### src/rtl/rmq_pkg.sv
// Shared types and constants for the rotation matrix to quaternion pipeline.
`default_nettype none
package rmq_pkg;

  localparam int NUM_W     = 17;  // off-diagonal sum or difference
  localparam int RAD_W     = 30;  // square root operand, (s << 12) padded to even width
  localparam int ROOT_W    = RAD_W / 2;
  localparam int REM_W     = ROOT_W + 1;
  localparam int DVD_W     = NUM_W + 12;
  localparam int SQ_CELLS  = ROOT_W;
  localparam int DIV_CELLS = DVD_W;
  localparam int NLANES    = 3;
  localparam int Q_W       = 16;
  localparam logic signed [18:0] ONE_Q = 19'sd16384;

  typedef struct packed {
    logic                               valid;
    logic [1:0]                         slot;   // output slot of the root component
    logic                               deg;
    logic [NLANES-1:0][NUM_W-1:0]       num;    // numerators, ascending output slots
    logic [RAD_W-1:0]                   rad;
    logic [REM_W-1:0]                   rem;
    logic [ROOT_W-1:0]                  root;
  } sq_t;

  typedef struct packed {
    logic               neg;
    logic [ROOT_W-1:0]  rem;
    logic [DVD_W-1:0]   dvd;
    logic [DVD_W-1:0]   quo;
  } lane_t;

  typedef struct packed {
    logic                     valid;
    logic [1:0]               slot;
    logic                     deg;
    logic [ROOT_W-1:0]        d;
    logic [NLANES-1:0][$bits(lane_t)-1:0] lane;
  } dv_t;

endpackage
`default_nettype wire

### src/rtl/rmq_sqrt_cell.sv
// One digit of the restoring square root, registered.
`default_nettype none
module rmq_sqrt_cell (
  input  wire            clk,
  input  wire            rst,
  input  wire            en,
  input  rmq_pkg::sq_t   din,
  output rmq_pkg::sq_t   dout
);
  import rmq_pkg::*;

  logic [REM_W+2:0] diff;
  logic             ge;
  logic [REM_W+1:0] shifted;
  sq_t              dout_next;

  always_comb begin
    shifted = {din.rem, din.rad[RAD_W-1 -: 2]};
    diff = {1'b0, shifted} - {2'b00, din.root, 2'b01};
    ge = ~diff[REM_W+2];
    dout_next = din;
    dout_next.valid = din.valid & ~rst;
    dout_next.rad = {din.rad[RAD_W-3:0], 2'b00};
    dout_next.rem = ge ? diff[REM_W-1:0] : shifted[REM_W-1:0];
    dout_next.root = {din.root[ROOT_W-2:0], ge};
  end

  always_ff @(posedge clk) begin
    if (en) begin
      dout <= dout_next;
    end else if (rst) begin
      dout.valid <= 1'b0;
    end
  end

endmodule
`default_nettype wire

### config.mk
export PLATFORM = sky130hd
export DESIGN_NAME = rmq_sqrt_cell
export DESIGN_NICKNAME = d
export VERILOG_FILES = /design/src/rtl/rmq_pkg.sv /design/src/rtl/rmq_sqrt_cell.sv
export SDC_FILE = /design/constraint.sdc
export NUM_CORES = 1
export LEC_CHECK = 0
export BUFFER_PORTS_ARGS = -buffer_cell sky130_fd_sc_hd__buf_4
export CORE_ASPECT_RATIO = 1.25
export CORE_MARGIN = 2
export CORE_UTILIZATION = 32
export CTS_CLUSTER_DIAMETER = 150
export DETAILED_ROUTE_END_ITERATION = 10
export PLACE_DENSITY_LB_ADDON = 0.25
export SETUP_SLACK_MARGIN = 0.05
export SYNTH_ARGS = -nofsm -noshare
export SYNTH_HDL_FRONTEND = slang
export SYNTH_SLANG_ARGS = --single-unit
### constraint.sdc
create_clock -name clk -period 3.27 [get_ports clk]
set_input_delay 0.981 -clock clk [delete_from_list [all_inputs] [get_ports clk]]
set_output_delay 0.981 -clock clk [all_outputs]
set_load 0.01 [all_outputs]
==> flow_metrics.py <==
metrics = {
    "worst_setup_path": {
        "cp_slowest_cell": "ha_1",
        "critPathMaxStageDelay_ns": 0.34,
        "start_kind": "primary input",
        "worst_ep_arrival_time_ns": 2.79,
        "criticalPathCategory": "in2reg",
        "cp.required_ns": 3.41,
        "path_cells": "buf_4 > inv_1 > ha_1 > o211ai_1 > a21oi_2 > o211ai_1 > nand2_2 > a21oi_4 > buf_4 > mux2_1",
        "crit_fanout": 8,
        "crit_cells": 10,
        "worstSetupEndpointType": "register",
        "path_buf_inv": 3,
        "critPathTopFamily": "compound AO/OA/AOI/OAI gates",
    },
    "clocking": {
        "cts_resized": 0,
        "cts_buffers": 17,
        "clockRootBuffer": "clkbuf_16",
        "ctsLongestPathBuffers": 2,
        "clk_pin_slew_worst_paths_ns": 0.05,
        "cts_tree": "yes",
        "holdBufCountCts": 0,
        "cts_sinks": 114,
        "cts_setup_buffers": 0,
        "ctsHtreeMaxLevel": 4,
    },
    "yosys": {
        "ys_seq_area_share_pct": 76.0,
        "synth_edf_count": 114,
        "syn_inst": 259,
        "netlist.area_leader.share_pct": 76.0,
        "ys_ff_latch": 114,
        "netlist_top_cells_area": "edfxtp_1 (76%), ha_1 (4.4%), mux2_2 (2.2%)",
        "syn_area_mm2": 0.00451,
        "async_flop_share_pct": 0,
        "synth_cell_type_count": 44,
        "synth.avg_cell_area_um2": 17.4,
        "synth_flop_cell": "edfxtp_1",
        "yosys_warnings": 0,
        "yosys.area.top_type": "edfxtp_1",
    },
    "routing": {
        "via_per_inst": 4.43,
        "num_vias": 3110,
        "wl_um": 12200,
        "drc_errors": 0,
        "postRouteAntennaNets": 0,
        "dr.pass1.iters": 4,
        "avgRoutedWirePerCell_um": 17.3,
        "drt_iter0_drc": 187,
    },
    "sta": {
        "fin_crit_ns": 2.65,
        "min_period_over_period_pct": 81.0,
        "relSlewSlack_pct": 54.9,
        "finalSetupViolations": 0,
        "drv_slew": 0,
        "rsz0062_at_grt": "no",
        "fmax_mhz": 377,
        "tns_ns": 0,
        "finalHoldViolations": 0,
        "tightest_slew_ns": 0.676,
    },
    "status": {
        "outcome": "completed",
    },
    "floorplan": {
        "initial_core_util_pct": 32.6,
        "core_area_mm2": 0.0138,
        "row_count": 48,
        "ios": 235,
        "fp.dieH_um": 137,
        "die-area_mm2": 0.0151,
        "dieWidth_um": 110,
    },
    "layout": {
        "diodes": 0,
        "drive_above_1_share_pct": 54.3,
        "top_register": "dout",
        "largest_reg_flops": 114,
        "top_regs": "dout: 114 flops",
        "n_fill_cell": 1209,
        "layout.nets": 650,
        "stdcell_count": 702,
        "syn2layout_area_growth_pct": 56.8,
        "fin_util_pct": 51.2,
    },
    "power_and_ir_drop": {
        "powerDensity_mw_per_mm2": 589,
        "vdd_drop_max_mv": 0.502,
        "leakage_nw": 3.07,
    },
    "min_path": {
        "hp-class": "in2reg",
        "hold_depth": 1,
    },
    "placement": {
        "dpl.hpwl_um": 9420,
        "port_buffers": 232,
        "gp_congestion": 0.864,
        "dp_cells": 671,
    },
    "global_route": {
        "grt_max_degree": 50,
        "grt_pass1_wl_um": 16900,
        "antenna_found_initial": 0,
        "grtUsageTotal_pct": 15.4,
        "gr-total-overflow": 0,
        "grt_pass1_vias": 3127,
    },
    "flow_run": {
        "cap_violations": 0,
    },
}
## power breakdown
| part | total, mW | switching (mW) | internal (mW) |
|---|---|---|---|
| sequential | 1.80 | 0.0376 | 1.77 |
| clock | 1.71 | 0.609 | 1.10 |
| combinational | 0.646 | 0.298 | 0.348 |
| total | 4.16 | 0.945 | 3.22 |
## path summary, 6_finish.rpt
check | from | endpoint | slack, ns
worst min-delay path | din[55] | dout[57] | 0.76
worst max-delay path | din[1] | dout[24] | 0.62
## layout by cell type (no fill, tap or decap), types with 8 or more instances in the layout
master	count
nand2_1	8
nor2_1	9
buf_4	240
clkbuf_16	17
ha_1	16
edfxtp_1	114
a21oi_1	12
mux2_2	9
inv_1	20
## cell usage after synthesis, types with 2 or more instances
cell      number
mux2_1         4
nand2b_1       3
nand3_1        2
ha_1          16
o211ai_1       3
xor2_1         7
nor2_1         9
nand4_1        3
nor3_1         3
edfxtp_1     114
o221ai_1       2
xnor2_1        7
mux2_2         9
a21oi_1       12
buf_4          2
o21ai_0        5
inv_1         20
a21o_1         4
nand2_1        8
a21oi_2        2
## cell families (layout without fill, tap and decap cells)
logic type	count (synthesis)	after routing	synth area share, %
adders and majority gates	16	16	4.44
DFF	114	114	76.0
AOI/OAI and AO/OA	41	41	7.08
buffers and inverters	25	292	2.44
and+or+nand+nor	34	34	3.80
muxes	14	14	3.47
xor gates and xnor gates	14	14	2.72
other	1	2	0.0832
## final cells by class
class	instances	area [µm²]	area share [%]
clock buffers	19	433	6.13
flip-flops and latches	114	3420	48.4
inverters	20	75.1	1.06
multi-input cells	121	977	13.8
repair buffers	241	1820	25.8
well taps	175	219	3.10
clock inverters	12	118	1.66
## metrics by stage
stage	area (µm²)	hold slack (ns)	power, mW	worst slack (ns)
after floorplan	4510	1.08	2.09	0.349
after global placement	6520	1.16	2.48	0.245
after detailed placement	6520	1.16	2.49	0.205
after CTS	7070	0.735	4.22	0.630
after global routing	7070	0.725	4.34	0.477
final	7070	0.759	4.16	0.621
## per-layer routing
metal,routed length (µm),GRT usage (%)
met3,1350,7.52
met5,0,0
met4,231,5.69
met2,6260,27.1
met1,4320,15.6
Note: power is estimated with default switching activity, not from simulation.
