`src/rtl/rmq_pkg.sv`:
```
// Shared types and constants for the rotation matrix to quaternion pipeline.
`default_nettype none
package rmq_pkg;

  localparam int NUM_W     = 17;  // off-diagonal sum or difference
  localparam int RAD_W     = 30;  // square root operand, (s << 12) padded to even width
  localparam int ROOT_W    = RAD_W / 2;
  localparam int REM_W     = ROOT_W + 1;
  localparam int DVD_W     = NUM_W + 12;
  localparam int SQ_CELLS  = ROOT_W;
  localparam int DIV_CELLS = DVD_W;
  localparam int NLANES    = 3;
  localparam int Q_W       = 16;
  localparam logic signed [18:0] ONE_Q = 19'sd16384;

  typedef struct packed {
    logic                               valid;
    logic [1:0]                         slot;   // output slot of the root component
    logic                               deg;
    logic [NLANES-1:0][NUM_W-1:0]       num;    // numerators, ascending output slots
    logic [RAD_W-1:0]                   rad;
    logic [REM_W-1:0]                   rem;
    logic [ROOT_W-1:0]                  root;
  } sq_t;

  typedef struct packed {
    logic               neg;
    logic [ROOT_W-1:0]  rem;
    logic [DVD_W-1:0]   dvd;
    logic [DVD_W-1:0]   quo;
  } lane_t;

  typedef struct packed {
    logic                     valid;
    logic [1:0]               slot;
    logic                     deg;
    logic [ROOT_W-1:0]        d;
    logic [NLANES-1:0][$bits(lane_t)-1:0] lane;
  } dv_t;

endpackage
`default_nettype wire

```
`src/rtl/rmq_div_cell.sv`:
```
// One quotient bit of the restoring division for all three lanes, registered.
`default_nettype none
module rmq_div_cell (
  input  wire            clk,
  input  wire            rst,
  input  wire            en,
  input  rmq_pkg::dv_t   din,
  output rmq_pkg::dv_t   dout
);
  import rmq_pkg::*;

  dv_t dout_next;

  always_comb begin
    lane_t            li;
    lane_t            lo;
    logic [ROOT_W+1:0] t;
    logic             ge;
    dout_next = din;
    dout_next.valid = din.valid & ~rst;
    for (int n = 0; n < NLANES; n++) begin
      li = lane_t'(din.lane[n]);
      t = {1'b0, li.rem, li.dvd[DVD_W-1]} - {2'b00, din.d};
      ge = ~t[ROOT_W+1];
      lo = li;
      lo.rem = ge ? t[ROOT_W-1:0] : {li.rem[ROOT_W-2:0], li.dvd[DVD_W-1]};
      lo.dvd = {li.dvd[DVD_W-2:0], 1'b0};
      lo.quo = {li.quo[DVD_W-2:0], ge};
      dout_next.lane[n] = lo;
    end
  end

  always_ff @(posedge clk) begin
    if (en) begin
      dout <= dout_next;
    end else if (rst) begin
      dout.valid <= 1'b0;
    end
  end

endmodule
`default_nettype wire

```
`config.mk`:
```
export PLATFORM = sky130hd
export DESIGN_NAME = rmq_div_cell
export DESIGN_NICKNAME = d
export VERILOG_FILES = /design/src/rtl/rmq_pkg.sv /design/src/rtl/rmq_div_cell.sv
export SDC_FILE = /design/constraint.sdc
export NUM_CORES = 1
export LEC_CHECK = 0
export ABC_AREA = 1
export BUFFER_PORTS_ARGS = -buffer_cell sky130_fd_sc_hd__buf_2
export CAP_MARGIN = 20
export CORE_AREA = 2 2 189 191
export CTS_CLUSTER_SIZE = 25
export DETAILED_ROUTE_END_ITERATION = 6
export DIE_AREA = 0 0 191 193
export MAX_ROUTING_LAYER = met4
export PLACE_DENSITY = 0.6
export SLEW_MARGIN = 20
export SYNTH_ARGS = -nofsm -noshare
export SYNTH_HDL_FRONTEND = slang
export SYNTH_SLANG_ARGS = --single-unit
```
`constraint.sdc`:
```
create_clock -name clk -period 3.1 [get_ports clk]
set_input_delay 0.31 -clock clk [delete_from_list [all_inputs] [get_ports clk]]
set_output_delay 0.31 -clock clk [all_outputs]
set_load 0.02 [all_outputs]
```
==> Flow_metrics.wiki, run 1 <==
{| class="wikitable"
! Metric !! Value
|-
| Number of detailed-routing iterations run before antenna repair || 5
|-
| Final max-slew violation count || 0
|-
| Tightest hold margin || 0.0611 ns
|-
| Hold Startpoint || din[222]
|-
| Largest fanout on the critical path || 22
|-
| WL per Instance || 19.5 um
|-
| Clock root buffer master || clkbuf_16
|-
| Maximum clock frequency || roughly 440 MHz
|-
| Top area cells in the synthesized netlist || edfxtp_1, nand2_1, inv_1
|-
| Clk slew on worst S/H paths || 0.06 ns
|-
| Net switching power of the design || 2.61 mW
|-
| Net switching fraction of the power || 0.287
|-
| Total Power || 9.08 mW
|-
| Largest stage delay, worst path || 0.54 ns
|-
| Total of endpoints with negative setup slack in the final report || 0
|-
| Bufs on Longest Clock Path || 3
|-
| Number of distinct library cell variants in the gate-level netlist after synthesis || 25
|-
| Placed Cells incl. Taps || 1864
|-
| Crit-path slowest cell || dlygate4sd3_1
|-
| Number of buffers inserted for hold repair after clock tree synthesis || 187
|-
| Top flip-flop cell by instance count after synthesis || edfxtp_1
|-
| Global-route wire length before repair || 58000 um
|-
| Worst endpoint required time || roughly 3.4 ns
|-
| Die Span Y || 193 um
|-
| DP Worst Slack || 0.729 ns
|-
| Leakage || about 7.7 nW
|-
| Proportion of power drawn by combinational gates || 0.211
|-
| MaxCap Viol Count || 0
|-
| Worst-case headroom to the max-slew limit || 0.519
|-
| Proportion of synthesized chip area in sequential cells || 0.670
|-
| Layout Cells excl Fill || 2117
|-
| Starting density of the core || 0.305
|-
| Mean instance size in the synthesized netlist || 11.5 um2
|-
| Synth async-reset ratio || 0
|-
| Final wirelength || 41200 um
|-
| Sinks on Clock Net || 238
|-
| Largest net degree at the start of global routing || 84
|-
| Proportion of netlist area held by the largest area contributor || 0.670
|-
| Cell area after synthesis || 0.0107 mm2
|-
| TritonCTS buffer count || 28
|-
| Critical-path cell list || dlygate4sd3_1 -> buf_2 -> inv_1 -> ha_1 -> nand2_2 -> inv_1 -> nand2_1 -> nand2_1 -> a21oi_1 -> nand2_4 -> inv_4 -> o21ai_2
|-
| Power share of the sequential group || 0.438
|-
| Post-CTS Setup Inserts || 0
|-
| Number of levels the H-tree was split into || 1
|-
| Layout Cell Area excl Fill || 0.0164 mm2
|-
| Largest register by flop count || dout
|-
| Ys Warns || 0
|-
| Worst Tran Pin Value || 0.722 ns
|-
| Final standard cell utilization of the core || 0.469
|-
| Fraction of the cycle the final worst path needs || 0.726
|-
| Combined global-route utilization of all metal layers || 0.221
|-
| Startpoint-to-endpoint class of the critical path || in2reg
|-
| Cell with the most instances after synthesis || nand2_1
|-
| Outcome || finished, final reports clean
|-
| Power per cell area || roughly 550 mW/mm2
|-
| Leading area contributor after synthesis || edfxtp_1
|-
| Number of nets in the finished design || roughly 1900
|-
| CP Launch Type || input pin
|-
| Crit path arrival time || 2.54 ns
|-
| Placeable core region || approximately 0.035 mm2
|-
| VDD IR max || 462 uV
|-
| Die Outline Area || 0.0369 mm2
|-
| Post-CTS Resized || 0
|-
| Post-route ant nets || 0
|-
| Area added between synthesis and finish || 53.9%
|-
| TritonCTS clock tree || done
|-
| Setup ws final || 0.849 ns
|-
| Vias in the first global route || 9409
|-
| Final Wtd Congestion || 0.906
|-
| Top flop regs || dout x238
|-
| Initial drt markers || 493
|-
| Share of total power in the clock network || 0.351
|-
| Boundary pin count || 485
|-
| Cell types with the highest counts after synthesis || nand2_1, edfxtp_1, inv_1
|-
| WHS Path Cells || 1
|-
| Post-synthesis cell count || 928
|-
| Flip-flop count of the largest register after layout || approximately 240
|-
| Fraction of layout cells with a size suffix above 1 || 0.346
|-
| Remaining DRCs || 0
|-
| Endpoint of the worst hold path || dout[222]
|-
| Post-place instance area || between 0.01 and 0.015 mm2
|-
| Hold Crit Class || in2reg
|-
| Routed vias || 9137
|-
| Total negative slack || 0 ns
|-
| CP endpoint kind || flop
|-
| Seq cells post-synth || 238
|-
| Row count || 69
|-
| Setup repair after global routing missed its margin || false
|-
| Final Hold Violating Endpoints || 0
|-
| Count of flip-flops with a built-in enable after synthesis || around 240
|-
| Int Pwr || 6.47 mW
|-
| Minimum period implied by the final worst setup slack || 2.25 ns
|-
| # port buffers || approximately 480
|-
| Die extent in x || around 190 um
|-
| Post-DP HPWL || 30700 um
|-
| Via/cell ratio || around 4.3
|-
| Antenna violations before repair || 17
|-
| Total grt overflow || 0
|}
[power by group through the flow]
stage	registers (mW)	logic, mW	clock network (mW)
after floorplan	4.43	0.580	0
after CTS	3.98	1.93	3.27
final	3.98	1.91	3.19
after detailed placement	4.04	1.71	0
after global routing	4.00	2.08	3.38
after global placement	4.03	1.70	0
[layout by cell type, fill, tap and decap left out, types with 2 or more instances in the layout]
| cell | instances |
|---|---|
| buf_2 | 477 |
| nand2_1 | 295 |
| edfxtp_1 | 238 |
| dlygate4sd3_1 | 187 |
| inv_1 | 155 |
| nand3_1 | 54 |
| ha_1 | 45 |
| nor2_1 | 31 |
| clkbuf_16 | 29 |
| o21ai_2 | 21 |
| a21oi_1 | 18 |
| diode_2 | 16 |
| xnor2_1 | 12 |
| nand2_2 | 9 |
| nand4_1 | 6 |
| nand3b_1 | 6 |
| xor2_1 | 6 |
| clkinv_1 | 6 |
| clkinvlp_4 | 4 |
| clkinv_2 | 4 |
| clkbuf_1 | 4 |
| nand3_2 | 3 |
| nor3_2 | 3 |
| nor2_2 | 3 |
| and2_1 | 3 |
| nand2_4 | 3 |
| fa_1 | 3 |
| conb_1 | 3 |
| inv_4 | 2 |
| bufinv_16 | 2 |
| buf_4 | 2 |
| buf_12 | 2 |
[routing by layer]
metal | share of wire | up-vias | GRT usage
met4 | 0.044 | 0 | 0.0963
met1 | 0.40 | 4244 | 0.248
met2 | 0.48 | 353 | 0.372
met5 | 0 | - | -
met3 | 0.074 | 76 | 0.0592
li1 | - | 4464 | -
[worst max-delay path, delay by kind of cell]
kind / cells / cell delay, ns
AND/OR/NAND/NOR: 4 / 0.41
AO/OA/AOI/OAI: 2 / 0.31
adder cells (fa/ha/maj): 1 / 0.35
buffers and inverters: 5 / 1.15
[cell type report]
type / instances / area (um2)
fill: 3209 / 18600
sequential: 238 / 7150
timing repair buffer: 669 / 4330
multi-input combinational: 525 / 2840
clock buffer: 33 / 741
inverter: 158 / 603
tap: 461 / 577
clock inverter: 17 / 141
antenna: 16 / 40.0
[kinds of logic after synthesis]
group                    count (synthesis)  synth area share
AO/OA/AOI/OAI                           39            0.0257
XOR/XNOR                                18            0.0148
adder cells (fa/ha/maj)                 48            0.0584
buffers and inverters                  167            0.0650
flip-flops                             238             0.670
other                                    1          0.000351
AND/OR/NAND/NOR                        417             0.166
[worst max-delay path by stage]
stage | start | endpoint | slack (ns) | cells past startpoint
after CTS | din[229] | dout[137] | 0.84 | 14
after floorplan | din[57] | dout[61] | 1.08 | 14
after detailed placement | din[222] | dout[59] | 0.73 | 13
after global placement | din[222] | dout[59] | 0.76 | 13
final | din[232] | dout[207] | 0.85 | 12
after global routing | din[229] | dout[138] | 0.65 | 15
Note: power is estimated with default switching activity, not from simulation.
==> inputs of run 2 (changes only) <==
Settings changed: CORE_AREA 2 2 189 191 to 2 2 186 188, DIE_AREA 0 0 191 193 to 0 0 188 190, PLACE_DENSITY 0.6 to 0.64.
Clock period 3.1 ns to 1.9 ns, I/O delays scaled along.
==> run 2 against run 1 <==
Sequential power rose by 63%. Final cell count rose by 5.9%. Utilization rose by 5.9 points. Sequential cell count did not move. Clock power rose by 55%. Final area rose by 9.2%. Sequential share of layout area fell by 3.7 points. First-iteration DRC count fell by 2.0%. Power rose by 66%. Worst hold slack got worse by 0.030 ns. Combinational power rose by 90%. Critical path depth fell by 1. Critical endpoint is now dout[67]. Highest routed layer unchanged.
==> Flow_metrics.wiki, run 2 (synthesized netlist as in run 1, its figures left out) <==
{| class="wikitable"
! Metric !! Value
|-
| Bufs on Longest Clock Path || 3 (unchanged)
|-
| Top flop regs || dout x238
|-
| Die Outline Area || 0.0357 mm2 (-3.1%)
|-
| Row count || 68 (-1.4%)
|-
| TritonCTS clock tree || done
|-
| Largest register by flop count || dout
|-
| MaxCap Viol Count || 0 (unchanged)
|-
| Largest fanout on the critical path || 9 (-59%)
|-
| Final Wtd Congestion || 0.896 (-1.1%)
|-
| Final max-slew violation count || 0 (unchanged)
|-
| Total of endpoints with negative setup slack in the final report || 0 (unchanged)
|-
| Commonest cells after routing, fill and taps aside || buf_2, nand2_1, edfxtp_1
|-
| Initial drt markers || 483 (-2.0%)
|-
| Crit path arrival time || 2.18 ns (-0.36 ns)
|-
| Starting density of the core || 0.314 (+0.00914)
|-
| Placeable core region || 0.0339 mm2 (-2.9%)
|-
| Flip-flop count of the largest register after layout || 238 (unchanged)
|-
| Total grt overflow || 0 (unchanged)
|-
| Die Span Y || 190 um (-1.6%)
|-
| Final wirelength || 42400 um (+2.9%)
|-
| Total Power || 15.0 mW (+66%)
|-
| Startpoint-to-endpoint class of the critical path || in2reg
|-
| Vias in the first global route || 10200 (+7.9%)
|-
| Die extent in x || 188 um (-1.6%)
|-
| Clk slew on worst S/H paths || 0.06 ns (about the same)
|-
| CP Launch Type || input pin
|-
| VDD IR max || 657 uV (+42%)
|-
| WL per Instance || 18.9 um (-2.8%)
|-
| Routed vias || 9909 (+8.4%)
|-
| Antenna violations before repair || 15 (-2)
|-
| Final Hold Violating Endpoints || 0 (unchanged)
|-
| Power per cell area || 839 mW/mm2 (+52%)
|-
| Crit-path slowest cell || dlygate4sd3_1
|-
| Hold Crit Class || in2reg
|-
| Critical-path cell list || dlygate4sd3_1 -> buf_2 -> ha_1 -> nand2_2 -> nor3_4 -> buf_4 -> a21oi_4 -> nand2_8 -> buf_12 -> nand3_1 -> nand2_1
|-
| CP endpoint kind || flop
|-
| Remaining DRCs || 0 (unchanged)
|-
| Leakage || 8.42 nW (+8.6%)
|-
| Number of levels the H-tree was split into || 1 (unchanged)
|-
| Largest net degree at the start of global routing || 58 (-31%)
|-
| Sinks on Clock Net || 238 (unchanged)
|-
| Number of detailed-routing iterations run before antenna repair || 5 (unchanged)
|-
| Minimum period implied by the final worst setup slack || 1.86 ns
|-
| Area added between synthesis and finish || 68.1%
|-
| Outcome || finished, final reports clean
|-
| Maximum clock frequency || between 500 and 600 MHz
|-
| Most common library cell in the layout ignoring fill and taps || buf_2
|-
| Post-route ant nets || 0 (unchanged)
|-
| Largest stage delay, worst path || 0.56 ns (+0.02 ns)
|-
| Global-route wire length before repair || 60000 um (+3.5%)
|-
| TritonCTS buffer count || 27 (-3.6%)
|-
| Post-DP HPWL || 30500 um (-0.56%)
|-
| Via/cell ratio || 4.42 (+2.4%)
|-
| Fraction of the cycle the final worst path needs || 0.981
|-
| # port buffers || 478 (unchanged)
|-
| Worst endpoint required time || 2.22 ns (-1.17 ns)
|-
| Fraction of layout cells with a size suffix above 1 || 0.393 (+0.0463)
|-
| Final standard cell utilization of the core || 0.528 (+0.0587)
|-
| Number of nets in the finished design || 2043 (+6.9%)
|-
| Boundary pin count || 485 (unchanged)
|-
| Clock root buffer master || clkbuf_16
|-
| Combined global-route utilization of all metal layers || 0.232 (+0.0105)
|}
## run 2: repair_timing
action,4_1_cts,5_1_grt
endpoints found under the hold margin,236,0
buffers inserted,0,2
setup endpoints to repair,0,46
hold buffers,236,0
gates resized for setup,0,79
## run 2: worst max-delay path: cells and delay by family
family / cells / cell delay [ns]
buf+inv: 4 / 1.00
simple gates: 5 / 0.49
fa+ha+maj: 1 / 0.31
compound gates: 1 / 0.18
## run 2: final timing paths
path / cells after the start / endpoint / start / slack (ns)
worst max-delay path: 11 / dout[67] / din[69] / 0.04
worst min-delay path: 2 / dout[236] / din[236] / 0.03
## run 2: through the flow
stage	hold slack [ns]	cell area [um2]	setup slack [ns]	cells	TNS, ns
final	0.0313	17900	0.0360	2241	0
after global routing	0.0219	17900	-0.0205	2240	-0.136
after floorplan	0.289	10700	0.00109	930	0
after global placement	0.367	14200	-0.148	1934	-4.45
after detailed placement	0.368	14200	-0.169	1934	-5.24
after CTS	0.0358	17400	0.0148	2218	0
## run 2: metal layers
metal / track usage / vias to the layer above / share of wire
met1: 0.251 / 4676 / 0.38
met5: - / - / 0
met2: 0.396 / 409 / 0.50
met4: 0.0972 / 0 / 0.044
met3: 0.0695 / 93 / 0.078
li1: - / 4731 / -
## run 2: layout make-up
| class | instances | area [um2] |
|---|---|---|
| Tap cell | 455 | 569 |
| Antenna cell | 16 | 40.0 |
| Inverter | 158 | 642 |
| Sequential cell | 238 | 7150 |
| Multi-Input combinational cell | 525 | 3190 |
| Fill cell | 2930 | 16000 |
| Timing Repair Buffer | 796 | 5490 |
| Clock buffer | 34 | 702 |
| Timing Repair inverter | 5 | 43.8 |
| Clock inverter | 14 | 113 |
## run 2: report_power, final
part           switching [mW]  total (mW)  internal (mW)
clock                    2.17        4.93           2.76
sequential              0.132        6.49           6.36
combinational            2.13        3.62           1.49
